[src/hdl/adsr_pkg.sv]
// adsr_pkg: shared types, constants and the microcode table of the envelope gain block
// depends on nothing; imported by the sequencer top level, the divider and the checker

package adsr_pkg;

  // configuration port geometry
  localparam int unsigned CFG_AW = 5;
  localparam int unsigned CFG_DW = 32;

  // field widths fixed by the register map
  localparam int unsigned LEN_W  = 20;
  localparam int unsigned NOTE_W = 24;
  localparam int unsigned LVL_W  = 16;
  localparam int unsigned STEP_W = 32;
  localparam int unsigned APD_W  = LEN_W + 1;
  localparam int unsigned NPR_W  = NOTE_W + 1;

  localparam logic [LVL_W-1:0] FULL_SCALE = 16'h8000;
  localparam logic [LEN_W-1:0] MIN_ATTACK = 20'd8;

  // register indexes (byte address divided by four)
  localparam logic [2:0] REG_ATTACK  = 3'd0;
  localparam logic [2:0] REG_DECAY   = 3'd1;
  localparam logic [2:0] REG_RELEASE = 3'd2;
  localparam logic [2:0] REG_SUSTAIN = 3'd3;
  localparam logic [2:0] REG_NOTE    = 3'd4;

  // step values that follow from the reset configuration
  localparam logic [STEP_W-1:0] ATTACK_STEP_RST  = 32'h1000_0000;
  localparam logic [STEP_W-1:0] DECAY_STEP_RST   = 32'h0000_0000;
  localparam logic [STEP_W-1:0] RELEASE_STEP_RST = 32'h8000_0000;

  // divider iteration count, one quotient bit per step
  localparam int unsigned DIV_CNT_W = 5;
  localparam logic [DIV_CNT_W-1:0] DIV_LAST = 5'd31;

  // microcode addresses
  localparam int unsigned UPC_W = 5;
  localparam logic [UPC_W-1:0] UA_IDLE    = 5'd0;
  localparam logic [UPC_W-1:0] UA_TAKE    = 5'd1;
  localparam logic [UPC_W-1:0] UA_EN      = 5'd2;
  localparam logic [UPC_W-1:0] UA_PHASE   = 5'd3;
  localparam logic [UPC_W-1:0] UA_OPER    = 5'd4;
  localparam logic [UPC_W-1:0] UA_MUL_ENV = 5'd5;
  localparam logic [UPC_W-1:0] UA_ENV     = 5'd6;
  localparam logic [UPC_W-1:0] UA_MUL_OUT = 5'd7;
  localparam logic [UPC_W-1:0] UA_EMIT    = 5'd8;
  localparam logic [UPC_W-1:0] UA_RET     = 5'd9;
  localparam logic [UPC_W-1:0] UA_SUMS    = 5'd10;
  localparam logic [UPC_W-1:0] UA_LD_A    = 5'd11;
  localparam logic [UPC_W-1:0] UA_DV_A    = 5'd12;
  localparam logic [UPC_W-1:0] UA_ST_A    = 5'd13;
  localparam logic [UPC_W-1:0] UA_LD_D    = 5'd14;
  localparam logic [UPC_W-1:0] UA_DV_D    = 5'd15;
  localparam logic [UPC_W-1:0] UA_ST_D    = 5'd16;
  localparam logic [UPC_W-1:0] UA_LD_R    = 5'd17;
  localparam logic [UPC_W-1:0] UA_DV_R    = 5'd18;
  localparam logic [UPC_W-1:0] UA_ST_R    = 5'd19;

  // datapath operation of one control word
  typedef enum logic [3:0] {
    OP_NOP,
    OP_TAKE,
    OP_EN,
    OP_PHASE,
    OP_OPER,
    OP_MUL_ENV,
    OP_ENV,
    OP_MUL_OUT,
    OP_EMIT,
    OP_SUMS,
    OP_DIV_LOAD,
    OP_DIV_STEP,
    OP_DIV_STORE
  } op_e;

  // which per-phase step a divider word works on
  typedef enum logic [1:0] {
    SEL_ATTACK,
    SEL_DECAY,
    SEL_RELEASE
  } step_sel_e;

  // jump conditions
  typedef enum logic [2:0] {
    JC_NEVER,
    JC_ALWAYS,
    JC_CFG_PEND,
    JC_NO_ITEM,
    JC_OUT_BUSY,
    JC_DIV_BUSY
  } cond_e;

  // envelope phase chosen for one sample
  typedef enum logic [2:0] {
    PH_HOLD,
    PH_ATTACK,
    PH_DECAY,
    PH_SUSTAIN,
    PH_RELEASE
  } phase_e;

  typedef struct packed {
    op_e              op;
    step_sel_e        sel;
    cond_e            cond;
    logic [UPC_W-1:0] target;
  } ucode_t;

  // divider control from the sequencer
  typedef struct packed {
    logic load;
    logic step;
  } div_ctrl_t;

  function automatic ucode_t uc(input op_e op, input step_sel_e sel, input cond_e cond,
                                input logic [UPC_W-1:0] target);
    ucode_t w;
    w.op     = op;
    w.sel    = sel;
    w.cond   = cond;
    w.target = target;
    return w;
  endfunction

  // control store: sample program from TAKE to RET, step derivation from SUMS on
  function automatic ucode_t ucode_rom(input logic [UPC_W-1:0] addr);
    ucode_t w;
    unique case (addr)
      UA_IDLE:    w = uc(OP_NOP,       SEL_ATTACK,  JC_CFG_PEND, UA_SUMS);
      UA_TAKE:    w = uc(OP_TAKE,      SEL_ATTACK,  JC_NO_ITEM,  UA_IDLE);
      UA_EN:      w = uc(OP_EN,        SEL_ATTACK,  JC_NEVER,    UA_IDLE);
      UA_PHASE:   w = uc(OP_PHASE,     SEL_ATTACK,  JC_NEVER,    UA_IDLE);
      UA_OPER:    w = uc(OP_OPER,      SEL_ATTACK,  JC_NEVER,    UA_IDLE);
      UA_MUL_ENV: w = uc(OP_MUL_ENV,   SEL_ATTACK,  JC_NEVER,    UA_IDLE);
      UA_ENV:     w = uc(OP_ENV,       SEL_ATTACK,  JC_NEVER,    UA_IDLE);
      UA_MUL_OUT: w = uc(OP_MUL_OUT,   SEL_ATTACK,  JC_NEVER,    UA_IDLE);
      UA_EMIT:    w = uc(OP_EMIT,      SEL_ATTACK,  JC_OUT_BUSY, UA_EMIT);
      UA_RET:     w = uc(OP_NOP,       SEL_ATTACK,  JC_ALWAYS,   UA_IDLE);
      UA_SUMS:    w = uc(OP_SUMS,      SEL_ATTACK,  JC_NEVER,    UA_IDLE);
      UA_LD_A:    w = uc(OP_DIV_LOAD,  SEL_ATTACK,  JC_NEVER,    UA_IDLE);
      UA_DV_A:    w = uc(OP_DIV_STEP,  SEL_ATTACK,  JC_DIV_BUSY, UA_DV_A);
      UA_ST_A:    w = uc(OP_DIV_STORE, SEL_ATTACK,  JC_NEVER,    UA_IDLE);
      UA_LD_D:    w = uc(OP_DIV_LOAD,  SEL_DECAY,   JC_NEVER,    UA_IDLE);
      UA_DV_D:    w = uc(OP_DIV_STEP,  SEL_DECAY,   JC_DIV_BUSY, UA_DV_D);
      UA_ST_D:    w = uc(OP_DIV_STORE, SEL_DECAY,   JC_NEVER,    UA_IDLE);
      UA_LD_R:    w = uc(OP_DIV_LOAD,  SEL_RELEASE, JC_NEVER,    UA_IDLE);
      UA_DV_R:    w = uc(OP_DIV_STEP,  SEL_RELEASE, JC_DIV_BUSY, UA_DV_R);
      UA_ST_R:    w = uc(OP_DIV_STORE, SEL_RELEASE, JC_ALWAYS,   UA_IDLE);
      default:    w = uc(OP_NOP,       SEL_ATTACK,  JC_ALWAYS,   UA_IDLE);
    endcase
    return w;
  endfunction

endpackage

[src/hdl/adsr_div.sv]
// adsr_div: restoring divider, one quotient bit per step, for the per-phase envelope steps
// depends on adsr_pkg (widths, divider control struct)

module adsr_div import adsr_pkg::*; (
  input  logic              clk_i,
  input  logic              rst_ni,
  input  div_ctrl_t         ctrl_i,
  input  logic [STEP_W-1:0] dividend_i,
  input  logic [LEN_W-1:0]  divisor_i,
  output logic [STEP_W-1:0] quotient_o,
  output logic              last_o
);

  logic [LEN_W-1:0]     rem_q, rem_d;
  logic [STEP_W-1:0]    quo_q, quo_d;
  logic [LEN_W-1:0]     den_q;
  logic [DIV_CNT_W-1:0] cnt_q;
  logic [LEN_W:0]       trial;

  // trial subtract of the divisor from the shifted partial remainder
  assign trial = {rem_q, quo_q[STEP_W-1]} - {1'b0, den_q};

  always_comb begin
    if (!trial[LEN_W]) begin
      rem_d = trial[LEN_W-1:0];
      quo_d = {quo_q[STEP_W-2:0], 1'b1};
    end else begin
      rem_d = {rem_q[LEN_W-2:0], quo_q[STEP_W-1]};
      quo_d = {quo_q[STEP_W-2:0], 1'b0};
    end
  end

  // step counter
  always_ff @(posedge clk_i or negedge rst_ni) begin
    if (!rst_ni) begin
      cnt_q <= '0;
    end else if (ctrl_i.load) begin
      cnt_q <= '0;
    end else if (ctrl_i.step) begin
      cnt_q <= cnt_q + DIV_CNT_W'(1);
    end
  end

  // remainder, quotient and divisor
  always_ff @(posedge clk_i) begin
    if (ctrl_i.load) begin
      rem_q <= '0;
      quo_q <= dividend_i;
      den_q <= divisor_i;
    end else if (ctrl_i.step) begin
      rem_q <= rem_d;
      quo_q <= quo_d;
    end
  end

  assign quotient_o = quo_q;
  assign last_o     = (cnt_q == DIV_LAST);

endmodule

[src/hdl/adsr_envelope_gain.sv]
// adsr_envelope_gain: microcoded linear ADSR envelope applied to one audio sample per transfer
// depends on adsr_pkg (control store, types) and adsr_div (step divider)

// A sample transfer is taken only when the sequencer sits at its take step; the sample then
// runs through a fixed microprogram (phase enables, phase choice, offset, envelope multiply,
// envelope, gain multiply, emit) before the next sample is taken. The result waits in an
// output register, so the next sample can be taken while it is still stalled. Every write
// to a configuration register starts the step derivation program: three 32-step divisions
// on one shared divider, during which input transfers stall; register writes are accepted
// at any time.

module adsr_envelope_gain import adsr_pkg::*; #(
  parameter int unsigned SAMPLE_BITS   = 16,
  parameter int unsigned POSITION_BITS = 24
) (
  input  logic                            clk_i,
  input  logic                            rst_ni,
  // sample input channel
  input  logic                            in_valid_i,
  output logic                            in_stall_o,
  input  logic signed [SAMPLE_BITS-1:0]   sample_in_i,
  input  logic        [POSITION_BITS-1:0] position_i,
  input  logic                            released_i,
  input  logic                            sequenced_i,
  input  logic        [LVL_W-1:0]         release_level_i,
  // result channel
  output logic                            out_valid_o,
  input  logic                            out_stall_i,
  output logic signed [SAMPLE_BITS-1:0]   sample_out_o,
  output logic        [LVL_W-1:0]         envelope_o,
  // register port
  input  logic                            psel,
  input  logic                            penable,
  input  logic                            pwrite,
  input  logic        [CFG_AW-1:0]        paddr,
  input  logic        [CFG_DW-1:0]        pwdata,
  output logic        [CFG_DW-1:0]        prdata,
  output logic                            pready
);

  localparam int unsigned CmpW  = ((POSITION_BITS > NPR_W) ? POSITION_BITS : NPR_W) + 1;
  localparam int unsigned EpW   = POSITION_BITS + STEP_W;
  localparam int unsigned FallW = EpW - 16;
  localparam int unsigned OpW   = SAMPLE_BITS + LVL_W + 1;

  typedef struct packed {
    logic finished;
    logic do_a;
    logic do_d;
    logic do_s;
    logic do_r;
  } en_t;

  // configuration registers and derived values
  logic [LEN_W-1:0]  attack_q, decay_q, release_q;
  logic [LVL_W-1:0]  sustain_q;
  logic [NOTE_W-1:0] note_q;
  logic              cfg_pend_q;
  logic [APD_W-1:0]  apd_q;
  logic [NPR_W-1:0]  npr_q;
  logic [STEP_W-1:0] attack_step_q, decay_step_q, release_step_q;

  logic       cfg_wr;
  logic [2:0] cfg_idx;
  logic       cfg_hit;

  // sequencer
  logic [UPC_W-1:0] upc_q, upc_d;
  ucode_t           cw;
  logic             jump;
  logic             in_accept;
  logic             out_busy;
  logic             emit_fire;

  // divider hookup
  div_ctrl_t         div_ctrl;
  logic [STEP_W-1:0] div_dividend;
  logic [LEN_W-1:0]  div_divisor;
  logic [STEP_W-1:0] div_quotient;
  logic              div_last;

  // sample datapath
  logic signed [SAMPLE_BITS-1:0]   smp_q;
  logic        [POSITION_BITS-1:0] pos_q;
  logic                            rel_q, seq_q;
  logic        [LVL_W-1:0]         rlvl_q;
  en_t                             en_q, en_d;
  logic        [LVL_W-1:0]         level_q, level_d;
  phase_e                          phase_q, phase_d;
  logic        [POSITION_BITS-1:0] off_q, off_d;
  logic        [STEP_W-1:0]        stp_q, stp_d;
  logic        [EpW-1:0]           eprod_q;
  logic        [FallW-1:0]         fall;
  logic        [LVL_W-1:0]         env_q, env_d, held_q;
  logic signed [OpW-1:0]           oprod_q;
  logic signed [SAMPLE_BITS-1:0]   sample_out_q;
  logic        [LVL_W-1:0]         envelope_q;
  logic                            out_valid_q;

  logic [CmpW-1:0] p_x, p1_x, a_x, d_x, n_x, r_x, apd_x, npr_x;

  // register port decode
  assign cfg_wr  = psel & penable & pwrite;
  assign cfg_idx = paddr[CFG_AW-1:2];
  assign cfg_hit = cfg_wr && (cfg_idx <= REG_NOTE);
  assign pready  = 1'b1;

  always_ff @(posedge clk_i or negedge rst_ni) begin
    if (!rst_ni) begin
      attack_q  <= MIN_ATTACK;
      decay_q   <= '0;
      release_q <= '0;
      sustain_q <= FULL_SCALE;
      note_q    <= '0;
    end else if (cfg_wr) begin
      unique case (cfg_idx)
        REG_ATTACK:  attack_q  <= (pwdata[LEN_W-1:0] < MIN_ATTACK) ? MIN_ATTACK
                                                                   : pwdata[LEN_W-1:0];
        REG_DECAY:   decay_q   <= pwdata[LEN_W-1:0];
        REG_RELEASE: release_q <= pwdata[LEN_W-1:0];
        REG_SUSTAIN: sustain_q <= (pwdata[LVL_W-1:0] > FULL_SCALE) ? FULL_SCALE
                                                                   : pwdata[LVL_W-1:0];
        REG_NOTE:    note_q    <= pwdata[NOTE_W-1:0];
        default:     ;
      endcase
    end
  end

  // register readback
  always_comb begin
    unique case (cfg_idx)
      REG_ATTACK:  prdata = CFG_DW'(attack_q);
      REG_DECAY:   prdata = CFG_DW'(decay_q);
      REG_RELEASE: prdata = CFG_DW'(release_q);
      REG_SUSTAIN: prdata = CFG_DW'(sustain_q);
      REG_NOTE:    prdata = CFG_DW'(note_q);
      default:     prdata = '0;
    endcase
  end

  // step derivation pending flag; a new write wins over the clear
  always_ff @(posedge clk_i or negedge rst_ni) begin
    if (!rst_ni) begin
      cfg_pend_q <= 1'b0;
    end else if (cfg_hit) begin
      cfg_pend_q <= 1'b1;
    end else if (cw.op == OP_SUMS) begin
      cfg_pend_q <= 1'b0;
    end
  end

  // control word fetch and next address
  assign cw        = ucode_rom(upc_q);
  assign in_stall_o = !((cw.op == OP_TAKE) && !cfg_pend_q && !cfg_wr);
  assign in_accept = in_valid_i && !in_stall_o;
  assign out_busy  = out_valid_q && out_stall_i;
  assign emit_fire = (cw.op == OP_EMIT) && !out_busy;

  always_comb begin
    unique case (cw.cond)
      JC_NEVER:    jump = 1'b0;
      JC_ALWAYS:   jump = 1'b1;
      JC_CFG_PEND: jump = cfg_pend_q;
      JC_NO_ITEM:  jump = !in_accept;
      JC_OUT_BUSY: jump = out_busy;
      JC_DIV_BUSY: jump = !div_last;
      default:     jump = 1'b0;
    endcase
    upc_d = jump ? cw.target : upc_q + UPC_W'(1);
  end

  always_ff @(posedge clk_i or negedge rst_ni) begin
    if (!rst_ni) begin
      upc_q <= UA_IDLE;
    end else begin
      upc_q <= upc_d;
    end
  end

  // divider operands for the selected step
  assign div_ctrl.load = (cw.op == OP_DIV_LOAD);
  assign div_ctrl.step = (cw.op == OP_DIV_STEP);

  always_comb begin
    unique case (cw.sel)
      SEL_ATTACK: begin
        div_dividend = {FULL_SCALE, 16'h0000};
        div_divisor  = attack_q;
      end
      SEL_DECAY: begin
        div_dividend = {FULL_SCALE - sustain_q, 16'h0000};
        div_divisor  = decay_q;
      end
      SEL_RELEASE: begin
        div_dividend = {sustain_q, 16'h0000};
        div_divisor  = (release_q == '0) ? LEN_W'(1) : release_q;
      end
      default: begin
        div_dividend = '0;
        div_divisor  = LEN_W'(1);
      end
    endcase
  end

  adsr_div u_div (
    .clk_i      (clk_i),
    .rst_ni     (rst_ni),
    .ctrl_i     (div_ctrl),
    .dividend_i (div_dividend),
    .divisor_i  (div_divisor),
    .quotient_o (div_quotient),
    .last_o     (div_last)
  );

  // phase boundary sums and per-phase steps
  always_ff @(posedge clk_i or negedge rst_ni) begin
    if (!rst_ni) begin
      apd_q          <= APD_W'(MIN_ATTACK);
      npr_q          <= '0;
      attack_step_q  <= ATTACK_STEP_RST;
      decay_step_q   <= DECAY_STEP_RST;
      release_step_q <= RELEASE_STEP_RST;
    end else begin
      if (cw.op == OP_SUMS) begin
        apd_q <= APD_W'(attack_q) + APD_W'(decay_q);
        npr_q <= NPR_W'(note_q) + NPR_W'(release_q);
      end
      if (cw.op == OP_DIV_STORE) begin
        unique case (cw.sel)
          SEL_ATTACK:  attack_step_q  <= div_quotient;
          SEL_DECAY:   decay_step_q   <= (decay_q == '0) ? '0 : div_quotient;
          SEL_RELEASE: release_step_q <= div_quotient;
          default:     ;
        endcase
      end
    end
  end

  // input capture
  always_ff @(posedge clk_i) begin
    if (in_accept) begin
      smp_q  <= sample_in_i;
      pos_q  <= position_i;
      rel_q  <= released_i;
      seq_q  <= sequenced_i;
      rlvl_q <= release_level_i;
    end
  end

  // common-width operands for the boundary compares
  assign p_x   = CmpW'(pos_q);
  assign p1_x  = p_x + CmpW'(1);
  assign a_x   = CmpW'(attack_q);
  assign d_x   = CmpW'(decay_q);
  assign n_x   = CmpW'(note_q);
  assign r_x   = CmpW'(release_q);
  assign apd_x = CmpW'(apd_q);
  assign npr_x = CmpW'(npr_q);

  // phase enables; a released note only releases, from its own level
  always_comb begin
    en_d.finished = (p_x > npr_x) && (held_q == FULL_SCALE);
    en_d.do_a     = p_x < a_x;
    en_d.do_d     = (d_x != '0) && (p1_x >= a_x) && (p_x < apd_x);
    en_d.do_s     = (n_x > apd_x) && (p1_x >= apd_x) && (p_x < n_x);
    en_d.do_r     = seq_q && (r_x != '0) && (p1_x >= n_x) && (p_x < npr_x);
    level_d       = sustain_q;
    if (rel_q) begin
      en_d.do_a = 1'b0;
      en_d.do_d = 1'b0;
      en_d.do_s = 1'b0;
      en_d.do_r = 1'b1;
      level_d   = (rlvl_q > FULL_SCALE) ? FULL_SCALE : rlvl_q;
    end
  end

  // phase choice, first matching case wins
  always_comb begin
    priority if (en_q.finished || !(en_q.do_a || en_q.do_d || en_q.do_r)) begin
      phase_d = PH_HOLD;
    end else if (en_q.do_a && (p_x < a_x)) begin
      phase_d = PH_ATTACK;
    end else if (en_q.do_d && (p_x >= a_x) && (p_x <= apd_x)) begin
      phase_d = PH_DECAY;
    end else if (en_q.do_s && (p_x >= apd_x) && (p_x <= n_x)) begin
      phase_d = PH_SUSTAIN;
    end else if (en_q.do_r && (p_x >= n_x)) begin
      phase_d = PH_RELEASE;
    end else begin
      phase_d = PH_HOLD;
    end
  end

  // offset into the phase and its step
  always_comb begin
    unique case (phase_q)
      PH_ATTACK: begin
        off_d = pos_q;
        stp_d = attack_step_q;
      end
      PH_DECAY: begin
        off_d = POSITION_BITS'(p_x - a_x);
        stp_d = decay_step_q;
      end
      PH_RELEASE: begin
        off_d = POSITION_BITS'(p_x - n_x);
        stp_d = release_step_q;
      end
      default: begin
        off_d = '0;
        stp_d = '0;
      end
    endcase
  end

  // envelope from the scaled offset
  assign fall = eprod_q[EpW-1:16];

  always_comb begin
    unique case (phase_q)
      PH_ATTACK:  env_d = fall[LVL_W-1:0];
      PH_DECAY:   env_d = (fall >= FallW'(FULL_SCALE)) ? '0 : FULL_SCALE - fall[LVL_W-1:0];
      PH_SUSTAIN: env_d = sustain_q;
      PH_RELEASE: env_d = (fall >= FallW'(level_q)) ? '0 : level_q - fall[LVL_W-1:0];
      default:    env_d = held_q;
    endcase
  end

  // sample datapath registers, each loaded by its own microcode step
  always_ff @(posedge clk_i) begin
    if (cw.op == OP_EN) begin
      en_q    <= en_d;
      level_q <= level_d;
    end
    if (cw.op == OP_PHASE) begin
      phase_q <= phase_d;
    end
    if (cw.op == OP_OPER) begin
      off_q <= off_d;
      stp_q <= stp_d;
    end
    if (cw.op == OP_MUL_ENV) begin
      eprod_q <= EpW'(off_q) * EpW'(stp_q);
    end
    if (cw.op == OP_ENV) begin
      env_q <= env_d;
    end
    if (cw.op == OP_MUL_OUT) begin
      oprod_q <= OpW'(smp_q) * OpW'($signed({1'b0, env_q}));
    end
    if (emit_fire) begin
      sample_out_q <= oprod_q[SAMPLE_BITS+14:15];
      envelope_q   <= env_q;
    end
  end

  // held envelope, rewritten at every envelope step
  always_ff @(posedge clk_i or negedge rst_ni) begin
    if (!rst_ni) begin
      held_q <= FULL_SCALE;
    end else if (cw.op == OP_ENV) begin
      held_q <= env_d;
    end
  end

  // output register valid
  always_ff @(posedge clk_i or negedge rst_ni) begin
    if (!rst_ni) begin
      out_valid_q <= 1'b0;
    end else begin
      out_valid_q <= emit_fire || out_busy;
    end
  end

  assign out_valid_o  = out_valid_q;
  assign sample_out_o = sample_out_q;
  assign envelope_o   = envelope_q;

endmodule

[config.mk]
export PLATFORM = sky130hd
export DESIGN_NAME = adsr_envelope_gain
export DESIGN_NICKNAME = d
export VERILOG_FILES = /design/src/hdl/adsr_pkg.sv /design/src/hdl/adsr_div.sv /design/src/hdl/adsr_envelope_gain.sv
export SDC_FILE = /design/constraint.sdc
export NUM_CORES = 2
export LEC_CHECK = 0
export BUFFER_PORTS_ARGS = -buffer_cell sky130_fd_sc_hd__buf_2
export CORE_MARGIN = 2
export CORE_UTILIZATION = 52
export DETAILED_ROUTE_END_ITERATION = 8
export GPL_ROUTABILITY_DRIVEN = 0
export MAX_ROUTING_LAYER = met4
export PLACE_DENSITY = 0.65
export SYNTH_ARGS = -nofsm -noshare
export SYNTH_HDL_FRONTEND = slang
export SYNTH_SLANG_ARGS = --single-unit
[constraint.sdc]
create_clock -name clk_i -period 8.3 [get_ports clk_i]
set_clock_uncertainty 0.15 [all_clocks]
set_input_delay 0.83 -clock clk_i [delete_from_list [all_inputs] [get_ports clk_i]]
set_output_delay 0.83 -clock clk_i [all_outputs]
set_load 0.02 [all_outputs]
==> parameters.txt <==
Parameter                              Value

Synthesis
  Most used flip-flop cell after synthesis ... edfxtp_1
  Cell count after synthesis ... 6819
  Yosys top cell area share ... 0.2619
  Mean instance size in the synthesized netlist ... 9.595 µm²
  EDFF count, synth ... 294
  Cell Area, Synth ... 0.06543 mm²
  Synthesis Warnings ... 0
  Distinct cell type count of the synthesized netlist ... 80
  Share of flip-flops with an asynchronous set or reset after synthesis ... 0.4623
  Cell taking the most area after synthesis ... fa_1
  Ranking of synthesized cells by area ... fa_1 26%, edfxtp_1 13%, ha_1 11%
  Proportion of synthesized chip area in sequential cells ... 0.2444
  Synth Register Bits ... 584
  Most common cell in the synthesized netlist ... inv_1
  Commonest cells in the netlist ... 1151 x inv_1, 862 x nand2_1, 856 x fa_1, 564 x ha_1, 505 x and2_1

CTS
  Post-cts hold buffer count ... 0
  Clock root buffer ... clkbuf_16
  H-tree depth ... 3
  Clock sinks ... 584
  Maximum buffer depth of the clock tree ... 3
  Clock latency on the worst-skew pair ... 680 ps
  CTS tree ... yes
  Num CTS Buffers ... 69
  CTS clock-pin slew for the worst setup and hold paths ... 60 ps

STA
  Finish-stage setup viols ... 0
  Number of failing hold endpoints at the final stage ... 0
  Worst slew margin relative to its limit ... 0.2149
  Final cycle utilization of the critical path ... 0.9711
  Slew at the pin closest to its max-slew limit ... 1175 ps
  Peak clock frequency supported by timing ... 124.1 MHz
  Pins Over Slew Limit ... 0
  Post-layout min period ... 8060 ps

Global routing
  Total GRT Usage ... 0.2882
  Vias in the first global route ... 50288
  Total gr overflow ... 0
  Antenna violations before repair ... 6
  Pin count of the biggest net entering global routing ... 169
  Wire length of the first global-routing pass ... 280700 µm

Detailed routing
  Via density ... 5.656
  Routed WL per cell ... 20.38 µm
  DRC marker count from the first detailed-route iteration ... 3558
  Vias after detailed routing ... 48804
  Antenna-violating nets left ... 0
  Aggregate routed wire length ... 175800 µm
  Detailed-routing iteration count for the pre-antenna-repair pass ... 8
  Post-detailed-route DRC marker count ... 0

Setup path
  Worst stage delay on the critical path ... 800 ps
  Slowest cell on the critical path ... o41ai_4
  Cell repeated most along the worst path ... fa_1
  Max Fanout on Critical Path ... 19
  Crit path launch type ... flip-flop
  Critical path endpoint category ... flip-flop
  Critical path start-end classification ... flip-flop to flip-flop
  Worst Path Arrival ... 8300 ps
  Required time of the critical path ... 8540 ps

Floorplan
  Chip height ... 358.7 µm
  Die Width ... 358.7 µm
  Top-level I/O count ... 169
  Number of core rows ... 130
  Area of the die ... 0.1287 mm²
  Starting Density ... 0.5224
  Core Footprint ... 0.1252 mm²

Finish
  Net count reported at finish ... 8441
  Area overhead of the layout relative to synthesis ... 8.636%
  Count of non-filler cells in the finished layout ... 8629
  Fraction of final layout cells sized beyond drive strength 1 ... 0.09160

Worst hold path
  Class of the worst hold path ... primary input to asynchronous set/reset pin

Placed design
  Post-placement cell count ... 8495
  DP HPWL ... 137200 µm
  Number of I/O port buffers ... 149

Run status
  Run status ... complete, no violations

Flow run
  # Max-Cap Violations ... 0
worst max-delay path, delay by kind of cell (launching register included):
family          cells  cell delay (ps)
fa+ha+maj           8             3800
simple gates        4              720
compound gates      4             1380
flops               1              420
buf+inv            11             1200
xor+xnor            1              110
flip-flops by register name, summed over array words and instances, names as in the netlist, 21 cells and up:
register and flops:
apd_q 21, attack_step_q 32, decay_step_q 32, eprod_q 40, note_q 24, npr_q 25
off_q 24, pos_q 24, release_step_q 32, stp_q 32, u_div.quotient_o 32
through the flow:
stage | utilization | setup WS, ps | hold WS (ps) | setup TNS (ps) | cell area (µm²)
final | 0.5675 | 240.0 | 28.79 | 0 | 71080
after global routing | 0.5675 | -6.303 | 95.85 | -6.303 | 71080
after CTS | 0.5672 | 69.73 | 75.13 | 0 | 71040
after detailed placement | 0.5481 | -118.8 | 255.7 | -118.8 | 68650
after global placement | 0.5481 | -70.49 | 251.2 | -70.49 | 68650
after floorplan | - | 946.0 | 250.3 | 0 | 65460
routing by layer:
layer	wire, µm	up-vias	global-route usage
li1	-	22230	-
met1	75810	24664	0.3872
met2	83640	1608	0.4619
met3	10930	302	0.03391
met4	5461	0	0.08358
met5	0	-	-
placed cells by master, fill, tap and decap left out, drive strengths merged, types with 91 or more instances in the layout:
master	netlist	final
a21o	91	91
a21oi	188	188
and2	506	506
buf	17	324
dfrtp	264	264
edfxtp	294	294
fa	856	856
ha	564	564
inv	1151	1156
mux2	149	149
nand2	862	862
nor2	200	200
o21ai	331	331
xnor2	122	122
path summary, 6_finish.rpt:
path	startpoint	endpoint	slack (ps)	cells after the start
setup / recovery	off_q[12]	eprod_q[45]	240	28
hold / removal	rst_ni	note_q[23]	30	1
setup reg to reg	off_q[12]	eprod_q[45]	240	28
hold reg to reg	oprod_q[25]	sample_out_o[10]	260	0
max in group asynchronous	rst_ni	held_q[7]	6390	2
min in group clk_i	release_level_i[4]	rlvl_q[4]	190	1
area by class of cell:
type | count | area (µm²)
fill | 11035 | 54160
multi-input combinational | 4786 | 44050
sequential | 584 | 15990
inverter | 1154 | 4332
timing repair buffer | 324 | 2257
tap | 1650 | 2064
clock buffer | 89 | 1892
clock inverter | 39 | 489.2
antenna | 3 | 7.507
repair_timing:
action	CTS	global route
setup buffers	0	3
resized for setup	1	3
endpoints found under the setup margin	1	9
pin swaps	1	2
cell families (layout without fill, tap and decap cells):
| kind of cell | count (synthesis) | count (layout) | share of synthesized area |
|---|---|---|---|
| xor+xnor | 199 | 199 | 0.02675 |
| simple gates | 1985 | 1985 | 0.1482 |
| other cells | 2 | 12 | 0.0001148 |
| flops | 584 | 584 | 0.2444 |
| fa+ha+maj | 1420 | 1420 | 0.3698 |
| buf+inv | 1456 | 1606 | 0.08408 |
| compound gates | 980 | 980 | 0.09431 |
| mux | 193 | 193 | 0.03237 |
Power is left out: the tool's default activity adds up to more than one toggle a clock period on the data nets, which glitch-free logic cannot reach.
